[src/wiegand_frame_transmitter_top_assert.svh]
// Assertion macros shared by the Wiegand transmitter modules.
`ifndef WIEGAND_FRAME_TRANSMITTER_TOP_ASSERT_SVH
`define WIEGAND_FRAME_TRANSMITTER_TOP_ASSERT_SVH

// The consequent must hold in the same cycle as the antecedent.
`define WFT_ASSERT_NOW(lbl, ante, cons) \
	lbl: assert property (@(posedge clk) disable iff (!arst_n) (ante) |-> (cons)) \
		else $error("wft assertion failed");

// The consequent must hold in the cycle after the antecedent.
`define WFT_ASSERT_NEXT(lbl, ante, cons) \
	lbl: assert property (@(posedge clk) disable iff (!arst_n) (ante) |=> (cons)) \
		else $error("wft assertion failed");

`endif

[src/wft_pkg.sv]
// Shared types and constants of the Wiegand frame transmitter.
`timescale 1ns / 1ps
package wft_pkg;

	localparam int MAX_RAW_BITS    = 64;
	localparam int WFT_QUEUE_DEPTH = 2;

	localparam logic [16:0] LEAD_RESET  = 17'd82000;
	localparam logic [15:0] PULSE_RESET = 16'd50;
	localparam logic [15:0] GAP_RESET   = 16'd1000;
	localparam logic [16:0] TRAIL_RESET = 17'd10000;

	typedef enum logic [1:0] {
		ACT_TICK     = 2'd0,
		ACT_SEND_FMT = 2'd1,
		ACT_SEND_RAW = 2'd2
	} action_t;

	typedef enum logic [1:0] {
		FMT_26 = 2'd0,
		FMT_34 = 2'd1,
		FMT_37 = 2'd2
	} format_t;

	typedef enum logic [1:0] {
		REG_LEAD  = 2'd0,
		REG_PULSE = 2'd1,
		REG_GAP   = 2'd2,
		REG_TRAIL = 2'd3
	} reg_index_t;

	typedef enum logic [1:0] {
		ST_NONE     = 2'd0,
		ST_ACCEPTED = 2'd1,
		ST_REJECTED = 2'd2
	} status_t;

	typedef enum logic [1:0] {
		KIND_TICK = 2'd0,
		KIND_REQ  = 2'd1,
		KIND_NOP  = 2'd2
	} kind_t;

	// Classified item handed from the front part to the back part.
	typedef struct packed {
		kind_t       kind;
		logic [63:0] frame;
		logic [6:0]  len;
	} mid_item_t;

	// Result item.
	typedef struct packed {
		logic    d0_line;
		logic    d1_line;
		logic    busy_res;
		status_t request_status;
		logic    frame_done;
	} res_item_t;

endpackage

[src/wft_queue.sv]
// Small register queue used between the front, back and result side.
`timescale 1ns / 1ps
`include "wiegand_frame_transmitter_top_assert.svh"
module wft_queue #(
	parameter int WIDTH = 8,
	parameter int DEPTH = 2
) (
	input  logic             clk,
	input  logic             arst_n,
	input  logic             push,
	input  logic [WIDTH-1:0] wr_data,
	output logic             full,
	input  logic             pop,
	output logic [WIDTH-1:0] rd_data,
	output logic             empty
);
	localparam int PW = (DEPTH > 1) ? $clog2(DEPTH) : 1;
	localparam int CW = $clog2(DEPTH + 1);

	logic [WIDTH-1:0] mem_q [DEPTH];
	logic [PW-1:0]    wr_ptr_q;
	logic [PW-1:0]    rd_ptr_q;
	logic [CW-1:0]    count_q;
	logic             do_push;
	logic             do_pop;

	assign full    = (count_q == CW'(DEPTH));
	assign empty   = (count_q == '0);
	assign do_push = push && !full;
	assign do_pop  = pop && !empty;
	assign rd_data = mem_q[rd_ptr_q];

	always_ff @(posedge clk or negedge arst_n) begin
		if (!arst_n) begin
			wr_ptr_q <= '0;
			rd_ptr_q <= '0;
			count_q  <= '0;
		end else begin
			if (do_push) begin
				wr_ptr_q <= (wr_ptr_q == PW'(DEPTH - 1)) ? '0 : wr_ptr_q + 1'b1;
			end
			if (do_pop) begin
				rd_ptr_q <= (rd_ptr_q == PW'(DEPTH - 1)) ? '0 : rd_ptr_q + 1'b1;
			end
			count_q <= count_q + CW'(do_push) - CW'(do_pop);
		end
	end

	always_ff @(posedge clk) begin
		if (do_push) begin
			mem_q[wr_ptr_q] <= wr_data;
		end
	end

	`WFT_ASSERT_NOW(a_count_range, 1'b1, count_q <= CW'(DEPTH))
	`WFT_ASSERT_NEXT(a_pop_drains, do_pop && !do_push, count_q == $past(count_q) - CW'(1))
endmodule

[src/wft_front.sv]
// Front part: classifies an item and builds the left-aligned frame.
`timescale 1ns / 1ps
module wft_front (
	input  logic              [1:0]  action,
	input  logic              [1:0]  format,
	input  logic              [15:0] facility,
	input  logic              [18:0] card,
	input  logic              [63:0] raw_bits,
	input  logic              [6:0]  raw_length,
	output wft_pkg::mid_item_t       item
);
	import wft_pkg::*;

	logic [6:0]  raw_len;
	logic [6:0]  raw_shift;
	logic [63:0] fmt_frame;
	logic [6:0]  fmt_len;

	always_comb begin
		raw_len   = (raw_length > 7'(MAX_RAW_BITS)) ? 7'(MAX_RAW_BITS) : raw_length;
		raw_shift = 7'd64 - raw_len;
	end

	always_comb begin
		unique case (format)
			FMT_26: begin
				fmt_frame = {^{facility[7:0], card[15:12]}, facility[7:0], card[15:0],
					~^card[11:0], 38'd0};
				fmt_len = 7'd26;
			end
			FMT_34: begin
				fmt_frame = {^facility, facility, card[15:0], ~^card[15:0], 30'd0};
				fmt_len = 7'd34;
			end
			default: begin
				fmt_frame = {^{facility, card[18:17]}, facility, card, ~^card[16:0], 27'd0};
				fmt_len = 7'd37;
			end
		endcase
	end

	always_comb begin
		item.frame = fmt_frame;
		item.len   = fmt_len;
		unique case (action)
			ACT_TICK: item.kind = KIND_TICK;
			ACT_SEND_FMT: item.kind = KIND_REQ;
			ACT_SEND_RAW: begin
				item.kind  = KIND_REQ;
				item.frame = (raw_len == '0) ? '0 : (raw_bits << raw_shift);
				item.len   = raw_len;
			end
			default: item.kind = KIND_NOP;
		endcase
	end
endmodule

[src/wft_back.sv]
// Back part: frame sequencer with the timing registers.
`timescale 1ns / 1ps
`include "wiegand_frame_transmitter_top_assert.svh"
module wft_back (
	input  logic                      clk,
	input  logic                      arst_n,
	input  logic                      step,
	input  wft_pkg::mid_item_t        item,
	output wft_pkg::res_item_t        res,
	input  logic                      cfg_write,
	input  logic               [1:0]  cfg_index,
	input  logic               [16:0] cfg_data
);
	import wft_pkg::*;

	typedef enum logic [2:0] {
		PH_IDLE,
		PH_LEAD,
		PH_PULSE,
		PH_GAP,
		PH_TRAIL
	} phase_t;

	phase_t      phase_q, phase_d;
	logic [63:0] shift_q, shift_d;
	logic [6:0]  bits_q, bits_d;
	logic [16:0] timer_q, timer_d;
	logic [16:0] lead_q;
	logic [15:0] pulse_q;
	logic [15:0] gap_q;
	logic [16:0] trail_q;
	logic [16:0] pulse_eff;
	status_t     status;
	logic        done;

	assign pulse_eff = (pulse_q == '0) ? 17'd1 : {1'b0, pulse_q};

	always_comb begin
		phase_d = phase_q;
		shift_d = shift_q;
		bits_d  = bits_q;
		timer_d = timer_q;
		status  = ST_NONE;
		done    = 1'b0;
		if (step) begin
			unique case (item.kind)
				KIND_REQ: begin
					if (phase_q != PH_IDLE) begin
						status = ST_REJECTED;
					end else begin
						status  = ST_ACCEPTED;
						shift_d = item.frame;
						bits_d  = item.len;
						priority if (lead_q != '0) begin
							phase_d = PH_LEAD;
							timer_d = lead_q;
						end else if (item.len != '0) begin
							phase_d = PH_PULSE;
							timer_d = pulse_eff;
						end else if (trail_q != '0) begin
							phase_d = PH_TRAIL;
							timer_d = trail_q;
						end else begin
							phase_d = PH_IDLE;
							timer_d = '0;
							done    = 1'b1;
						end
					end
				end
				KIND_TICK: begin
					if (phase_q != PH_IDLE) begin
						if (timer_q > 17'd1) begin
							timer_d = timer_q - 17'd1;
						end else begin
							unique case (phase_q)
								PH_LEAD: begin
									priority if (bits_q != '0) begin
										phase_d = PH_PULSE;
										timer_d = pulse_eff;
									end else if (trail_q != '0) begin
										phase_d = PH_TRAIL;
										timer_d = trail_q;
									end else begin
										phase_d = PH_IDLE;
										timer_d = '0;
										done    = 1'b1;
									end
								end
								PH_PULSE: begin
									shift_d = shift_q << 1;
									bits_d  = bits_q - 7'd1;
									priority if (bits_q != 7'd1 && gap_q != '0) begin
										phase_d = PH_GAP;
										timer_d = {1'b0, gap_q};
									end else if (bits_q != 7'd1) begin
										phase_d = PH_PULSE;
										timer_d = pulse_eff;
									end else if (trail_q != '0) begin
										phase_d = PH_TRAIL;
										timer_d = trail_q;
									end else begin
										phase_d = PH_IDLE;
										timer_d = '0;
										done    = 1'b1;
									end
								end
								PH_GAP: begin
									phase_d = PH_PULSE;
									timer_d = pulse_eff;
								end
								default: begin
									phase_d = PH_IDLE;
									timer_d = '0;
									done    = 1'b1;
								end
							endcase
						end
					end
				end
				default: begin
				end
			endcase
		end
	end

	always_comb begin
		res.d0_line        = !(phase_d == PH_PULSE && !shift_d[63]);
		res.d1_line        = !(phase_d == PH_PULSE && shift_d[63]);
		res.busy_res       = (phase_d != PH_IDLE);
		res.request_status = status;
		res.frame_done     = done;
	end

	always_ff @(posedge clk or negedge arst_n) begin
		if (!arst_n) begin
			phase_q <= PH_IDLE;
			shift_q <= '0;
			bits_q  <= '0;
			timer_q <= '0;
			lead_q  <= LEAD_RESET;
			pulse_q <= PULSE_RESET;
			gap_q   <= GAP_RESET;
			trail_q <= TRAIL_RESET;
		end else begin
			phase_q <= phase_d;
			shift_q <= shift_d;
			bits_q  <= bits_d;
			timer_q <= timer_d;
			if (cfg_write) begin
				unique case (reg_index_t'(cfg_index))
					REG_LEAD: lead_q <= cfg_data;
					REG_PULSE: pulse_q <= cfg_data[15:0];
					REG_GAP: gap_q <= cfg_data[15:0];
					REG_TRAIL: trail_q <= cfg_data;
					default: begin
					end
				endcase
			end
		end
	end

	`WFT_ASSERT_NOW(a_timer_live, phase_q != PH_IDLE, timer_q != '0)
	`WFT_ASSERT_NOW(a_pulse_bits, phase_q == PH_PULSE, bits_q != '0)
	`WFT_ASSERT_NOW(a_done_idle, step && done, phase_d == PH_IDLE)
endmodule

[src/wiegand_frame_transmitter_top.sv]
// Top level of the Wiegand frame transmitter.
// Usage:
// Input items enter through push/full: an item is taken on a clock edge with push high
// and full low. Action 0 is one time tick, action 1 sends a formatted 26, 34 or 37 bit
// frame, action 2 sends up to 64 raw bits. A request made while a frame is running is
// rejected and reported in request_status.
// Every item gives exactly one result item, read through empty/pop: the oldest result
// is on the ports while empty is low and is taken on an edge with pop high.
// The result of an item shows the line levels after that item.
// A result passes through the input queue, the sequencer step in the back part and the
// result queue to the ports; one item per cycle is sustained while the result queue is not full.
// When the receiver stalls, the result queue and then the input queue fill and full
// rises; nothing is lost. Each queue holds QUEUE_DEPTH items.
// Timing registers are written through cfg_valid/cfg_ready, always ready; the user must
// write them only while idle (not enforced by the block). Reset clears both queues, puts
// the sequencer in idle with both lines high and restores the default timing registers.
`timescale 1ns / 1ps
module wiegand_frame_transmitter_top #(
	parameter int QUEUE_DEPTH = wft_pkg::WFT_QUEUE_DEPTH
) (
	input  logic        clk,
	input  logic        arst_n,
	input  logic        push,
	output logic        full,
	input  logic [1:0]  action,
	input  logic [1:0]  format,
	input  logic [15:0] facility,
	input  logic [18:0] card,
	input  logic [63:0] raw_bits,
	input  logic [6:0]  raw_length,
	output logic        empty,
	input  logic        pop,
	output logic        d0_line,
	output logic        d1_line,
	output logic        busy_res,
	output logic [1:0]  request_status,
	output logic        frame_done,
	input  logic        cfg_valid,
	output logic        cfg_ready,
	input  logic [1:0]  cfg_index,
	input  logic [16:0] cfg_data
);
	import wft_pkg::*;

	mid_item_t front_item;
	mid_item_t mid_item;
	res_item_t back_res;
	res_item_t out_res;
	logic      mid_empty;
	logic      out_full;
	logic      step;

	assign cfg_ready = 1'b1;
	assign step      = !mid_empty && !out_full;

	wft_front u_front (
		.action     (action),
		.format     (format),
		.facility   (facility),
		.card       (card),
		.raw_bits   (raw_bits),
		.raw_length (raw_length),
		.item       (front_item)
	);

	wft_queue #(
		.WIDTH ($bits(mid_item_t)),
		.DEPTH (QUEUE_DEPTH)
	) u_mid_queue (
		.clk     (clk),
		.arst_n  (arst_n),
		.push    (push),
		.wr_data (front_item),
		.full    (full),
		.pop     (step),
		.rd_data (mid_item),
		.empty   (mid_empty)
	);

	wft_back u_back (
		.clk       (clk),
		.arst_n    (arst_n),
		.step      (step),
		.item      (mid_item),
		.res       (back_res),
		.cfg_write (cfg_valid && cfg_ready),
		.cfg_index (cfg_index),
		.cfg_data  (cfg_data)
	);

	wft_queue #(
		.WIDTH ($bits(res_item_t)),
		.DEPTH (QUEUE_DEPTH)
	) u_res_queue (
		.clk     (clk),
		.arst_n  (arst_n),
		.push    (step),
		.wr_data (back_res),
		.full    (out_full),
		.pop     (pop),
		.rd_data (out_res),
		.empty   (empty)
	);

	assign d0_line        = out_res.d0_line;
	assign d1_line        = out_res.d1_line;
	assign busy_res       = out_res.busy_res;
	assign request_status = out_res.request_status;
	assign frame_done     = out_res.frame_done;
endmodule
[config.mk]
export PLATFORM = sky130hd
export DESIGN_NAME = wiegand_frame_transmitter_top
export DESIGN_NICKNAME = d
export VERILOG_FILES = /design/src/wft_pkg.sv /design/src/wft_queue.sv /design/src/wft_front.sv /design/src/wft_back.sv /design/src/wiegand_frame_transmitter_top.sv
export VERILOG_INCLUDE_DIRS = /design/src /design/src/src
export SDC_FILE = /design/constraint.sdc
export NUM_CORES = 1
export LEC_CHECK = 0
export BUFFER_PORTS_ARGS = -buffer_cell sky130_fd_sc_hd__buf_2
export CAP_MARGIN = 20
export CORE_MARGIN = 2
export CORE_UTILIZATION = 60
export DETAILED_ROUTE_END_ITERATION = 8
export GPL_TIMING_DRIVEN = 0
export PLACE_DENSITY = 0.79
export SETUP_SLACK_MARGIN = 0.05
export SKIP_CTS_REPAIR_TIMING = 1
export SYNTH_ARGS = -nofsm -noshare
export SYNTH_HDL_FRONTEND = slang
export SYNTH_HIERARCHICAL = 1
export SYNTH_SLANG_ARGS = --single-unit
[constraint.sdc]
create_clock -name clk -period 5.8 [get_ports clk]
set_clock_uncertainty 0.1 [all_clocks]
set_input_delay 1.16 -clock clk [delete_from_list [all_inputs] [get_ports clk]]
set_output_delay 1.16 -clock clk [all_outputs]
set_load 0.05 [all_outputs]
==> results of run 1 <==
flip-flops by register name (all words and copies together) (netlist names), 2 cells and up:
name                 cells
u_res_queue/mem_q       12
u_mid_queue/mem_q      146
u_mid_queue/count_q      2
u_back/timer_q          17
u_back/shift_q          64
u_back/trail_q          17
u_back/phase_q           3
u_back/bits_q            7
u_back/gap_q            16
u_res_queue/count_q      2
u_back/lead_q           17
u_back/pulse_q          16
metal layers:
metal  vias to the layer above  track usage [%]  part of all wire (%)
met2                      1739            70.50                    45
met5                         -                0                 0.013
met4                         2            23.63                   7.0
li1                       8070                -                     -
met3                       418            10.55                    12
met1                      9639            57.30                    36
critical path, stage by stage:
cell	delay (ns)
buf_2	0.14
nor2b_4	0.16
inv_2	0.25
clkbuf_4	0.37
buf_2	0.31
ha_1	0.22
buf_6	0.15
buf_6	0.17
buf_6	0.19
buf_4	0.25
mux2i_1	0.40
a2bb2oi_1	0.36
o221ai_1	0.33
mux2i_1	0.41
o22a_1	0.45
o221a_2	0.30
o21ai_0	0.23
Yosys cell counts (16+ instances only):
| cell type | instances | share of area (%) |
|---|---|---|
| nor4_1 | 23 | 0.67 |
| mux2_4 | 60 | 4.2 |
| o21ai_0 | 61 | 1.4 |
| nand2_1 | 203 | 3.6 |
| mux2i_1 | 90 | 4.2 |
| dfrtp_1 | 147 | 17 |
| a22oi_1 | 87 | 3.1 |
| a211o_1 | 16 | 0.66 |
| buf_6 | 21 | 1.1 |
| nor3_1 | 30 | 0.70 |
| o221ai_1 | 17 | 0.70 |
| a211oi_1 | 28 | 0.98 |
| edfxtp_1 | 158 | 22 |
| nand3_1 | 39 | 0.91 |
| mux2_2 | 119 | 6.3 |
| o22ai_1 | 31 | 0.91 |
| a221oi_1 | 23 | 0.94 |
| nor2_1 | 124 | 2.2 |
| inv_1 | 32 | 0.56 |
| dfstp_2 | 18 | 2.2 |
| a21oi_1 | 78 | 1.8 |
| o21ai_1 | 64 | 1.5 |
| mux4_2 | 42 | 4.4 |
| clkbuf_1 | 58 | 1.0 |
| buf_2 | 50 | 1.2 |
| xnor2_1 | 44 | 1.8 |
through the flow:
| step | cell area [sq um] | instances |
|---|---|---|
| after floorplan | 21360 | 2006 |
| after global placement | 22620 | 2604 |
| after detailed placement | 22750 | 2609 |
| after CTS | 23760 | 2661 |
| after global routing | 23810 | 2661 |
| final | 23810 | 2661 |
path summary, 6_finish.rpt:
check / end / slack, ns / cells after the start / startpoint
worst max-delay path: u_mid_queue/mem_q[0][70] / 0.01 / 17 / raw_length[0]
worst min-delay path: u_back/shift_q[9] / 0.39 / 2 / u_back/shift_q[9]
worst max register to register: u_back/shift_q[50] / 2.26 / 10 / u_mid_queue/rd_ptr_q
worst min register to register: u_back/shift_q[9] / 0.39 / 2 / u_back/shift_q[9]
max in group asynchronous: u_back/shift_q[39] / 4.18 / 2 / arst_n
min in group asynchronous: u_back/trail_q[2] / 0.50 / 1 / arst_n
power by group through the flow:
stage          combinational, mW  sequential [mW]  clock, mW
2_1_floorplan               2.45             3.46          0
3_3_place_gp                3.28             3.57          0
3_5_place_dp                3.46             3.59          0
4_1_cts                     3.55             3.58       2.04
5_1_grt                     3.84             3.65       2.13
6_report                    3.68             3.61       2.03
final cells by class:
type,count,area [sq um],share of cell area [%]
multi-input combinational,1493,11520,48.40
sequential,323,8896,37.37
buffer,157,869.6,3.653
timing repair buffer,142,799.5,3.358
clock buffer,31,754.5,3.169
tap,461,576.8,2.423
clock inverter,21,264.0,1.109
inverter,33,123.9,0.5203
cell families after synthesis:
| group | Yosys count | share of synthesized area [%] |
|---|---|---|
| other | 1 | 0.01756 |
| multiplexers | 313 | 19.37 |
| flip-flops | 323 | 41.65 |
| AND/OR/NAND/NOR | 554 | 13.02 |
| buffers and inverters | 190 | 4.622 |
| AO/OA/AOI/OAI | 558 | 18.32 |
| XOR/XNOR | 55 | 2.291 |
| adder cells (fa/ha/maj) | 12 | 0.7030 |
==> metrics.txt, run 1 <==
Iteration-0 DRC Markers=3364; row cnt=69; WS Path Type=in -> reg; Final Max Tran Viols=0; effective utilization at floorplan=60.48%; Nets=2324; Mapped Cells=2006; Max VDD drop=0.4663 mV; post-layout min period=5.786 ns; asr flop ratio synth=51.08%; Clk Latency, worst-skew pair=0.55 ns; post-synth cell types=106; Yosys warning count=6; Detailed Place HPWL=60600 um; total iterations of the first detailed-routing run=9; routed wire length=83290 um; CTS Buf Count=28; kind of end point of the critical path=flip-flop; worst-margin pin slew=1.080 ns; area grow syn2layout=11.48%; antenna violations before repair=1; DP Worst Slack=-0.9981 ns; element type at the critical path start=primary input; cell area after synthesis=21360 sq um; ratio of cells with drive above 1 in the final layout=26.18%; number of flops mapped to enable cells by yosys=158; critical path arrival=5.89 ns; Fin. Hold Viols=0; Power Internal=5.735 mW; Worst EP required=5.90 ns; fmax=172.8 MHz; combinational share of power=39.5%; Synthesized Nets=2152; relative slew slack=27.97%; vias=19870; routability congestion estimate=1.084; final worst slack=0.01374 ns; drt wl/cell=31.30 um; Sw Pwr=3.585 mW; total grt overflow=0; Leak Pwr=9.227 nW; Antenna Nets Post-Route=0; Hold Slack=0.3949 ns; CTS clk-pin slew, worst paths=0.06 ns; Reg power frac=38.7%; vias in the first global route=18920; power share of the clock group=21.8%; Finished Core Util=67.43%; DIE AREA=37120 sq um; Die Span X=192.7 um; I/O pin count=143; Sw Share=38.47%; setup violators final=0; # DRC=0; CTS max path bufs=3; TritonCTS clock tree=done; Tcrit/Tclk final=99.76%; first-pass GRT wire length=121900 um; most frequent cells in the layout=nand2_1, buf_2, edfxtp_1; status=complete, no violations; RSZ-0062 raised after global routing=no; PwrDens=391.5 nW/um^2; Primary FF master, synth=edfxtp_1; Synth Area per Inst=10.65 sq um; total track usage=44.70%; port bufs=137; diodes inserted=0; clock root cell=clkbuf_16; most common cell after layout, fill and taps aside=nand2_1; setup tns final=0 ns; worst hold-check path type=reg -> reg; post-synthesis sequential area ratio=41.65%; Design Power=9.320 mW; H-tree depth=1; via density per instance=7.466; Max Cap Viol=0; Die H=192.7 um; crit-path max FO=10; CTS sink count=323; largest net degree at the start of global routing=100; fillcell total=2542; Synth Register Bits=323; total core area=35310 sq um
Power figures use the tool's default switching activity.
==> run 2: changes to the inputs <==
--- a/config.mk
+++ b/config.mk
@@ -9,10 +9,10 @@
 export BUFFER_PORTS_ARGS = -buffer_cell sky130_fd_sc_hd__buf_2
 export CAP_MARGIN = 20
 export CORE_MARGIN = 2
-export CORE_UTILIZATION = 60
+export CORE_UTILIZATION = 56
 export DETAILED_ROUTE_END_ITERATION = 8
 export GPL_TIMING_DRIVEN = 0
-export PLACE_DENSITY = 0.79
+export PLACE_DENSITY = 0.78
 export SETUP_SLACK_MARGIN = 0.05
 export SKIP_CTS_REPAIR_TIMING = 1
 export SYNTH_ARGS = -nofsm -noshare
==> constraint.sdc (replaced) <==
create_clock -name clk -period 5.1 [get_ports clk]
set_clock_uncertainty 0.1 [all_clocks]
set_input_delay 1.02 -clock clk [delete_from_list [all_inputs] [get_ports clk]]
set_output_delay 1.02 -clock clk [all_outputs]
set_load 0.05 [all_outputs]
==> run 2 against run 1 <==
Critical path depth up 1. The flow now finishes with violations (setup timing). Count of clock-buffer cells in the layout up 11. Hold slack worse by 0.093 ns. Global-route usage shrank 3.7 points. Via count is 3.0% lower. Final cell count rose by 2.3%. Total power increased by 13%. Final area up 1.2%. Sequential share of layout area down 0.43 points. Core utilization fell by 3.3 points. Register-to-register slack worse by 0.65 ns. Combinational power rose by 12%.
==> metrics.txt, run 2 (synthesis gave the netlist of run 1 again) <==
first-pass GRT wire length=119600 um (-1.9%); CTS max path bufs=3 (unchanged); Sw Pwr=3.966 mW (+11%); Worst EP required=5.22 ns (-0.68 ns); vias=19270 (-3.0%); port bufs=137 (unchanged); CTS sink count=323 (unchanged); total core area=37580 sq um (+6.4%); Reg power frac=38.6% (about the same); RSZ-0062 raised after global routing=no; number of flip-flops in the largest register=146 (unchanged); CTS Buf Count=29 (+3.6%); setup violators final=4 (+4); relative slew slack=34.23% (+6.3 points); ratio of cells with drive above 1 in the final layout=27.65% (+1.5 points); Iteration-0 DRC Markers=3042 (-9.6%); # DRC=0 (unchanged); row cnt=71 (+2.9%); most frequent cells in the layout=nand2_1, buf_2, edfxtp_1; DIE AREA=39710 sq um (+7.0%); largest net degree at the start of global routing=95 (-5.0%); status=complete, but fails checks; effective utilization at floorplan=56.83% (-3.6 points); routed wire length=81600 um (-2.0%); Finished Core Util=64.10% (-3.3 points); Tcrit/Tclk final=101.0%; Detailed Place HPWL=61330 um (+1.2%); post-layout min period=5.153 ns; via density per instance=7.078 (-5.2%); I/O pin count=143 (unchanged); H-tree depth=1 (unchanged); vias in the first global route=18440 (-2.5%); Max Cap Viol=0 (unchanged); antenna violations before repair=2 (+1); Nets=2333 (+0.39%); TritonCTS clock tree=done; routability congestion estimate=1.073 (-1.1%); Max VDD drop=0.3011 mV (-35%); violated checks=setup timing; worst-margin pin slew=0.9776 ns (-0.1029 ns); total track usage=40.98% (-3.7 points); PwrDens=436.7 nW/um^2 (+12%); Fin. Hold Viols=0 (unchanged); power share of the clock group=22.0% (+0.2 points); Final Max Tran Viols=0 (unchanged); kind of end point of the critical path=flip-flop; Sw Share=37.71% (-0.76 points); critical path arrival=5.28 ns (-0.61 ns); placed inst area=22800 sq um (+0.23%); total iterations of the first detailed-routing run=7 (-2); fmax=194.1 MHz; Leak Pwr=9.337 nW (+1.2%); area grow syn2layout=12.78%; WS Path Type=in -> reg; Die H=199.3 um (+3.4%); crit-path max FO=10 (unchanged); final worst slack=-0.05301 ns (-0.06675 ns); Top reg by flops=u_mid_queue/mem_q; Power Internal=6.552 mW (+14%); Clk Latency, worst-skew pair=0.57 ns (+0.02 ns); drt wl/cell=29.98 um (-4.2%); Die Span X=199.3 um (+3.4%); most common cell after layout, fill and taps aside=nand2_1; CTS clk-pin slew, worst paths=0.06 ns (about the same); element type at the critical path start=primary input; worst hold-check path type=in -> async; Antenna Nets Post-Route=0 (unchanged); clock root cell=clkbuf_16; total grt overflow=0 (unchanged); Final Instance Area=24090 sq um (+1.2%); setup tns final=-0.1174 ns (-0.1174 ns); largest registers=u_mid_queue/mem_q (146), u_back/shift_q (64); combinational share of power=39.4% (about the same)
[run 2: cell types whose count changed in the layout (fill, tap and decap cells not counted), moves of 3 or more]
cell,change
clkinv_2,+4
buf_4,+9
clkbuf_2,+6
o21ai_0,-3
o221ai_2,+4
clkbuf_8,+4
clkinvlp_4,-5
o21ai_1,+3
buf_1,-3
clkinv_1,-3
o221ai_1,-4
[run 2: metal layers]
layer	GRT usage, %	routed length [um]	part of all wire [%]
met1	54.85	31380	38
met2	64.27	36120	44
met3	8.523	9300	11
met4	18.52	4790	5.9
met5	0	13	0.016
[run 2: through the flow]
step / hold WS [ns] / power (mW) / std cells / worst slack, ns
2_1_floorplan: 0.3507 / 6.725 / 2006 / 0.3337
3_3_place_gp: 0.3676 / 7.854 / 2654 / -1.504
3_5_place_dp: 0.3753 / 8.008 / 2659 / -1.490
4_1_cts: 0.3213 / 10.36 / 2713 / -0.9091
5_1_grt: 0.3437 / 10.93 / 2721 / 0.007619
6_report: 0.3015 / 10.52 / 2722 / -0.05301
[run 2: area by class of cell]
class	instances	area [sq um]
Antenna cell	1	2.502
Buffer	157	885.9
Clock buffer	42	878.3
Clock inverter	12	148.9
Fill cell	2972	13490
Inverter	33	123.9
Multi-Input combinational cell	1493	11660
Sequential cell	323	8896
Tap cell	511	639.4
Timing Repair Buffer	150	848.3
[run 2: path summary, 6_finish.rpt]
| path | start | endpoint | slack, ns | depth (start not counted) |
|---|---|---|---|---|
| min in group clk | u_back/shift_q[0] | u_back/shift_q[0] | 0.39 | 2 |
| setup / recovery | raw_length[6] | u_mid_queue/mem_q[0][61] | -0.05 | 18 |
| hold reg to reg | u_back/shift_q[0] | u_back/shift_q[0] | 0.39 | 2 |
| hold / removal | arst_n | u_back/trail_q[2] | 0.30 | 1 |
| max in group asynchronous | arst_n | u_back/shift_q[29] | 3.72 | 2 |
| setup reg to reg | u_res_queue/count_q[0] | u_back/shift_q[51] | 1.61 | 10 |
[run 2: worst max-delay path, cell delays in order]
cell and delay [ns]:
buf_6 0.13, buf_2 0.18, inv_1 0.08, clkbuf_2 0.26, clkbuf_4 0.33, nand2_1 0.18, ha_1 0.25, buf_6 0.15
nor2b_1 0.13, clkbuf_2 0.19, nor3_4 0.34, buf_4 0.19, buf_6 0.17, o32ai_1 0.17, or2_1 0.31, mux2i_4 0.31
a2bb2oi_1 0.50, o221ai_1 0.37
[run 2: power by group through the flow]
stage                     Clock [mW]  Combinational [mW]  Sequential (mW)
after floorplan                    0                2.79             3.94
after global placement             0                3.79             4.06
after detailed placement           0                3.94             4.07
after CTS                       2.33                3.99             4.04
after global routing            2.44                4.37             4.12
final                           2.31                4.14             4.06
